--- src/rtl/lru_pkg.sv ---
`timescale 1ns / 1ps
// Shared types and constants for the LRU page replacement unit.
// Depends on nothing; every other file refers to it by scoped names.
package lru_pkg;

    localparam int PID_W   = 4;
    localparam int PC_W    = 12;
    localparam int LIMIT_W = 6;
    localparam int MAP_W   = 32;
    localparam int PAGE_W  = 5;
    localparam int STAMP_W = 32;
    localparam int EXT_W   = 64;

    typedef enum logic [1:0] {
        ST_IDLE,
        ST_LOOKUP,
        ST_REDUCE,
        ST_EMIT
    } lru_state_t;

    typedef struct packed {
        logic load;
        logic step;
    } lru_red_ctrl_t;

endpackage

--- src/rtl/lru_age_reduce.sv ---
`timescale 1ns / 1ps
// Iterative maximum-age search: candidates are loaded once, then halved one tree level per step.
// Uses lru_pkg for the control struct; ties keep the lower page index.
module lru_age_reduce #(
    parameter int PAGES = 32
) (
    input  logic                                           clk,
    input  logic                                           rst_n,
    input  lru_pkg::lru_red_ctrl_t                         ctrl,
    input  logic [(2**$clog2(PAGES))-1:0]                  elig_in,
    input  logic [(2**$clog2(PAGES))*lru_pkg::STAMP_W-1:0] age_in,
    output logic                                           best_valid,
    output logic [$clog2(PAGES)-1:0]                       best_index
);

    localparam int IDX_W = $clog2(PAGES);
    localparam int NUM   = 2 ** IDX_W;
    localparam int HALF  = NUM / 2;

    logic                         cvalid_reg [NUM];
    logic [lru_pkg::STAMP_W-1:0]  cage_reg   [NUM];
    logic [IDX_W-1:0]             cidx_reg   [NUM];
    logic                         cvalid_next [NUM];
    logic [lru_pkg::STAMP_W-1:0]  cage_next   [NUM];
    logic [IDX_W-1:0]             cidx_next   [NUM];

    always_comb
    begin
        for (int i = 0; i < NUM; i++)
        begin
            cvalid_next[i] = cvalid_reg[i];
            cage_next[i]   = cage_reg[i];
            cidx_next[i]   = cidx_reg[i];
        end
        if (ctrl.load)
        begin
            for (int i = 0; i < NUM; i++)
            begin
                cvalid_next[i] = elig_in[i];
                cage_next[i]   = age_in[i*lru_pkg::STAMP_W +: lru_pkg::STAMP_W];
                cidx_next[i]   = IDX_W'(i);
            end
        end
        else if (ctrl.step)
        begin
            for (int i = 0; i < HALF; i++)
            begin
                if (cvalid_reg[2*i+1] &&
                    (!cvalid_reg[2*i] || (cage_reg[2*i+1] > cage_reg[2*i])))
                begin
                    cvalid_next[i] = 1'b1;
                    cage_next[i]   = cage_reg[2*i+1];
                    cidx_next[i]   = cidx_reg[2*i+1];
                end
                else
                begin
                    cvalid_next[i] = cvalid_reg[2*i];
                    cage_next[i]   = cage_reg[2*i];
                    cidx_next[i]   = cidx_reg[2*i];
                end
            end
        end
    end

    always_ff @(posedge clk or negedge rst_n)
    begin
        if (!rst_n)
        begin
            for (int i = 0; i < NUM; i++)
            begin
                cvalid_reg[i] <= 1'b0;
            end
        end
        else
        begin
            for (int i = 0; i < NUM; i++)
            begin
                cvalid_reg[i] <= cvalid_next[i];
            end
        end
    end

    always_ff @(posedge clk)
    begin
        for (int i = 0; i < NUM; i++)
        begin
            cage_reg[i] <= cage_next[i];
            cidx_reg[i] <= cidx_next[i];
        end
    end

    assign best_valid = cvalid_reg[0];
    assign best_index = cidx_reg[0];

endmodule

--- config.mk ---
export PLATFORM = sky130hd
export DESIGN_NAME = lru_age_reduce
export DESIGN_NICKNAME = d
export VERILOG_FILES = /design/src/rtl/lru_pkg.sv /design/src/rtl/lru_age_reduce.sv
export SDC_FILE = /design/constraint.sdc
export NUM_CORES = 2
export LEC_CHECK = 0
export BUFFER_PORTS_ARGS = -buffer_cell sky130_fd_sc_hd__buf_4
export CORE_AREA = 10 10 404 406
export DETAILED_ROUTE_END_ITERATION = 12
export DIE_AREA = 0 0 414 416
export RECOVER_POWER = 100
export REMOVE_ABC_BUFFERS = 1
export SYNTH_ARGS = -nofsm -noshare
export SYNTH_HDL_FRONTEND = slang
export SYNTH_SLANG_ARGS = --single-unit
--- constraint.sdc ---
create_clock -name clk -period 3.2 [get_ports clk]
set_input_delay 0.16 -clock clk [delete_from_list [all_inputs] [get_ports clk]]
set_output_delay 0.16 -clock clk [all_outputs]
set_load 0.05 [all_outputs]
==> flow_metrics.env <==
export IMPL_synth_largest_type_area_fraction_pct=53.6
export IMPL_yosys_top_cells_area="edfxtp_1 (54%), ha_1 (11%), mux2i_1 (8.1%)"
export IMPL_setup_ws_ps=-4.60
export IMPL_min_path_type="input pin to register"
export IMPL_netlist_area_um2=57300
export IMPL_synth_main_ff_cell="edfxtp_1"
export IMPL_worst_hold_slack_ps=135
export IMPL_worstMarginPinSlew_ps=2150
export IMPL_synth_enable_flop_cells=1024
export IMPL_most_common_layout_cells="dlygate4sd3_1 (1072), edfxtp_1 (1024), nand2_1 (665), buf_4 (634), inv_1 (521)"
export IMPL_standard_cell_core_area_um2=155000
export IMPL_dieWidth_um=414
export IMPL_leakage_nw=36.7
export IMPL_dp_hpwl_mm=183
export IMPL_core_rowCount=145
export IMPL_yosys_warns=0
export IMPL_total_power_mw=43.2
export IMPL_starting_utilization_of_the_core_area_pct=36.9
export IMPL_synth_avg_cell_area_um2=11.7
export IMPL_setup_tns_ps=-4.60
export IMPL_die_area_um2=172000
export IMPL_cp_data_required_time_ps=3630
export IMPL_clk_insertion_delay_late_ps=760
export IMPL_asyncSetResetFlopFracSynth_pct=2.90
export IMPL_synth_seq_cells=1102
export IMPL_largest_register_ff_count=1024
export IMPL_dp_slack_ps=-231
export IMPL_io_buffers=1065
export IMPL_synth_compound_area_share_pct=10.3
export IMPL_place_gp_congestion=0.937
export IMPL_cts_htree_levels=4
export IMPL_final_cells=9384
export IMPL_grt_use_total_pct=26.9
export IMPL_fmax_ghz=0.312
export IMPL_failed_checks="max-capacitance violations, max-slew violations, negative setup slack"
export IMPL_fin_crit_ps=3200
export IMPL_timing_critical_path_to_type="register"
export IMPL_placed_cells=7964
export IMPL_cts_tree="built"
export IMPL_antenna_left=0
export IMPL_synth_simple_gate_area_share_pct=7.94
export IMPL_cts_made_buffers=135
export IMPL_aggregate_routed_wire_length_mm=241
export IMPL_outcome="finished, violations left"
export IMPL_timing_setup_critical_path_class="register to register"
export IMPL_syn_instance_count=4902
export IMPL_power_density_nw_per_um2=516
export IMPL_synth_adder_area_share_pct=11.2
export IMPL_synth_top_family_by_area="adder cells"
export IMPL_cts_path_max_buffers=3
export IMPL_multiplexer_share_of_the_synthesized_area_pct=9.04
export IMPL_synthXorXnorAreaFrac_pct=0
export IMPL_rsz0062_at_grt="true"
export IMPL_fin_worst_skew_ps=34.7
export IMPL_final_hold_viol_count=0
export IMPL_detailroute_via_count=48700
export IMPL_yosys_cell_types_count=64
export IMPL_finish_net_count=8692
export IMPL_area_delta_synth_final_pct=45.9
export IMPL_die_h_um=416
export IMPL_grt_start_max_net_pins=197
export IMPL_timing_max_slew_rel_slack_pct=-43.5
export IMPL_grt_pass1_wl_mm=342
export IMPL_grt_antenna_before_repair=110
export IMPL_post_drt_via_cell_ratio=5.19
export IMPL_detailedRoute_firstIterationViolations=4302
export IMPL_gr_total_overflow=0
export IMPL_post_route_drc_count=0
export IMPL_report_final_slew_viol_count=119
export IMPL_first_global_vias=50700
export IMPL_yosysTopAreaCell="edfxtp_1"
export IMPL_clk_pin_slew_worst_paths_ps=60
export IMPL_crit_arrival_ps=3640
export IMPL_synth_sequential_area_ratio_pct=56.6
export IMPL_highest_net_fanout_along_the_worst_path=6
export IMPL_ctsRootBufferMaster="clkbuf_16"
export IMPL_final_layout_size_suffix_gt1_share_pct=19.2
export IMPL_detailed_routing_iteration_count_for_the_pre_antenna_repair_pass=6
export IMPL_layout_worst_path_cycle_share_pct=100
export IMPL_setup_violations=1
export IMPL_irDropWorstVdd_mv=0.558
export IMPL_wire_per_inst_um=25.7
export IMPL_crit_path_start_kind="register"
export IMPL_drv_max_cap_violation_count=3
export IMPL_tritoncts_num_sinks=1102
export IMPL_final_common_cell="dlygate4sd3_1"
export IMPL_io_pins=1066
-- final timing paths --
check | from | endpoint | slack, ps | cells after the start
setup / recovery | cage_reg[0][462]$_DFFE_PP_ | cage_reg[0][231]$_DFFE_PP_ | -5 | 10
hold / removal | age_in[686] | cage_reg[1][174]$_DFFE_PP_ | 130 | 2
setup reg to reg | cage_reg[0][462]$_DFFE_PP_ | cage_reg[0][231]$_DFFE_PP_ | -5 | 10
hold reg to reg | cidx_reg[0][2]$_SDFFE_PP0P_ | cidx_reg[0][2]$_SDFFE_PP0P_ | 460 | 2
max in group asynchronous | rst_n | cvalid_reg[0]$_DFFE_PN0P_ | 1650 | 2
min in group asynchronous | rst_n | cvalid_reg[11]$_DFFE_PN0P_ | 440 | 2
-- cells in the mapped netlist, types with 3 or more instances --
cell type and instances:
edfxtp_1 1024, nand2_1 665, inv_1 521, ha_1 512
mux2i_1 466, o21ai_1 463, a21oi_1 220, clkbuf_1 138
o21ai_0 111, nand4_1 104, nor2_1 72, buf_2 46
dfxtp_1 46, mux2_2 46, nand3_1 41, o211ai_1 37
dfrtp_1 32, o221a_1 32, o22ai_1 32, a211oi_1 30
a21o_1 25, nand2b_1 25, nor4_1 25, nor3_1 24
or3_1 18, nor2b_1 17, and4_1 14, a22oi_1 12
o21a_1 12, buf_1 8, a2bb2oi_1 7, a31oi_1 6
a41oi_1 6, buf_6 6, buf_4 5, a21bo_2 4
nor4b_1 4, o211a_1 4, or4_1 4, a221oi_1 3
-- layout make-up --
class	count	area [um^2]
clock inverter	68	689
sequential	1102	32500
clock buffer	175	3660
tap	2058	2570
antenna	100	250
timing repair buffer	2284	19700
inverter	521	1960
fill	13100	71600
multi-input combinational	3076	22300
-- layer usage --
metal	vias to the layer above	part of all wire [%]	track usage [%]
li1	22500	-	-
met1	23500	40	33.2
met2	2024	48	44.8
met3	678	6.5	5.29
met4	20	5.5	13.6
met5	-	0.054	0
-- worst max-delay path, cell delays in order (launching register included) --
cell and delay (ps):
edfxtp_1 440, inv_1 130, ha_4 220, a21oi_2 130, nand2_1 70, a21o_1 220, o41a_1 430, o211ai_1 350
buf_4 310, mux2i_2 370, o21ai_1 220
-- report_power, final --
part           internal (mW)  leakage, nW  switching (mW)
Clock                   8.98         2.12            6.42
Combinational           4.34         23.5            4.68
Sequential              17.6         11.1            1.21
-- cell families (layout without fill, tap and decap cells) --
kind of cell	after synthesis	count (layout)
DFF	1102	1102
adders and majority gates	512	512
buffers and inverters	724	3048
AOI/OAI and AO/OA	1028	1028
muxes	512	512
other	0	100
and+or+nand+nor	1024	1024
-- metrics by stage --
| step | utilization (%) | cell area, um^2 |
|---|---|---|
| floorplan | - | 56500 |
| global placement | 44.1 | 68500 |
| detailed placement | 44.1 | 68500 |
| CTS | 53.9 | 83700 |
| global route | 53.9 | 83600 |
| finish | 53.9 | 83700 |
-- timing repair --
item,4_1_cts,5_1_grt
hold endpoints to repair,1114,0
pin swaps,0,5
hold buffers,1072,0
endpoints found under the setup margin,10,128
gates cloned,0,2
buffers inserted,1,2
gates resized for setup,16,36
(Power assumes the default switching activity.)
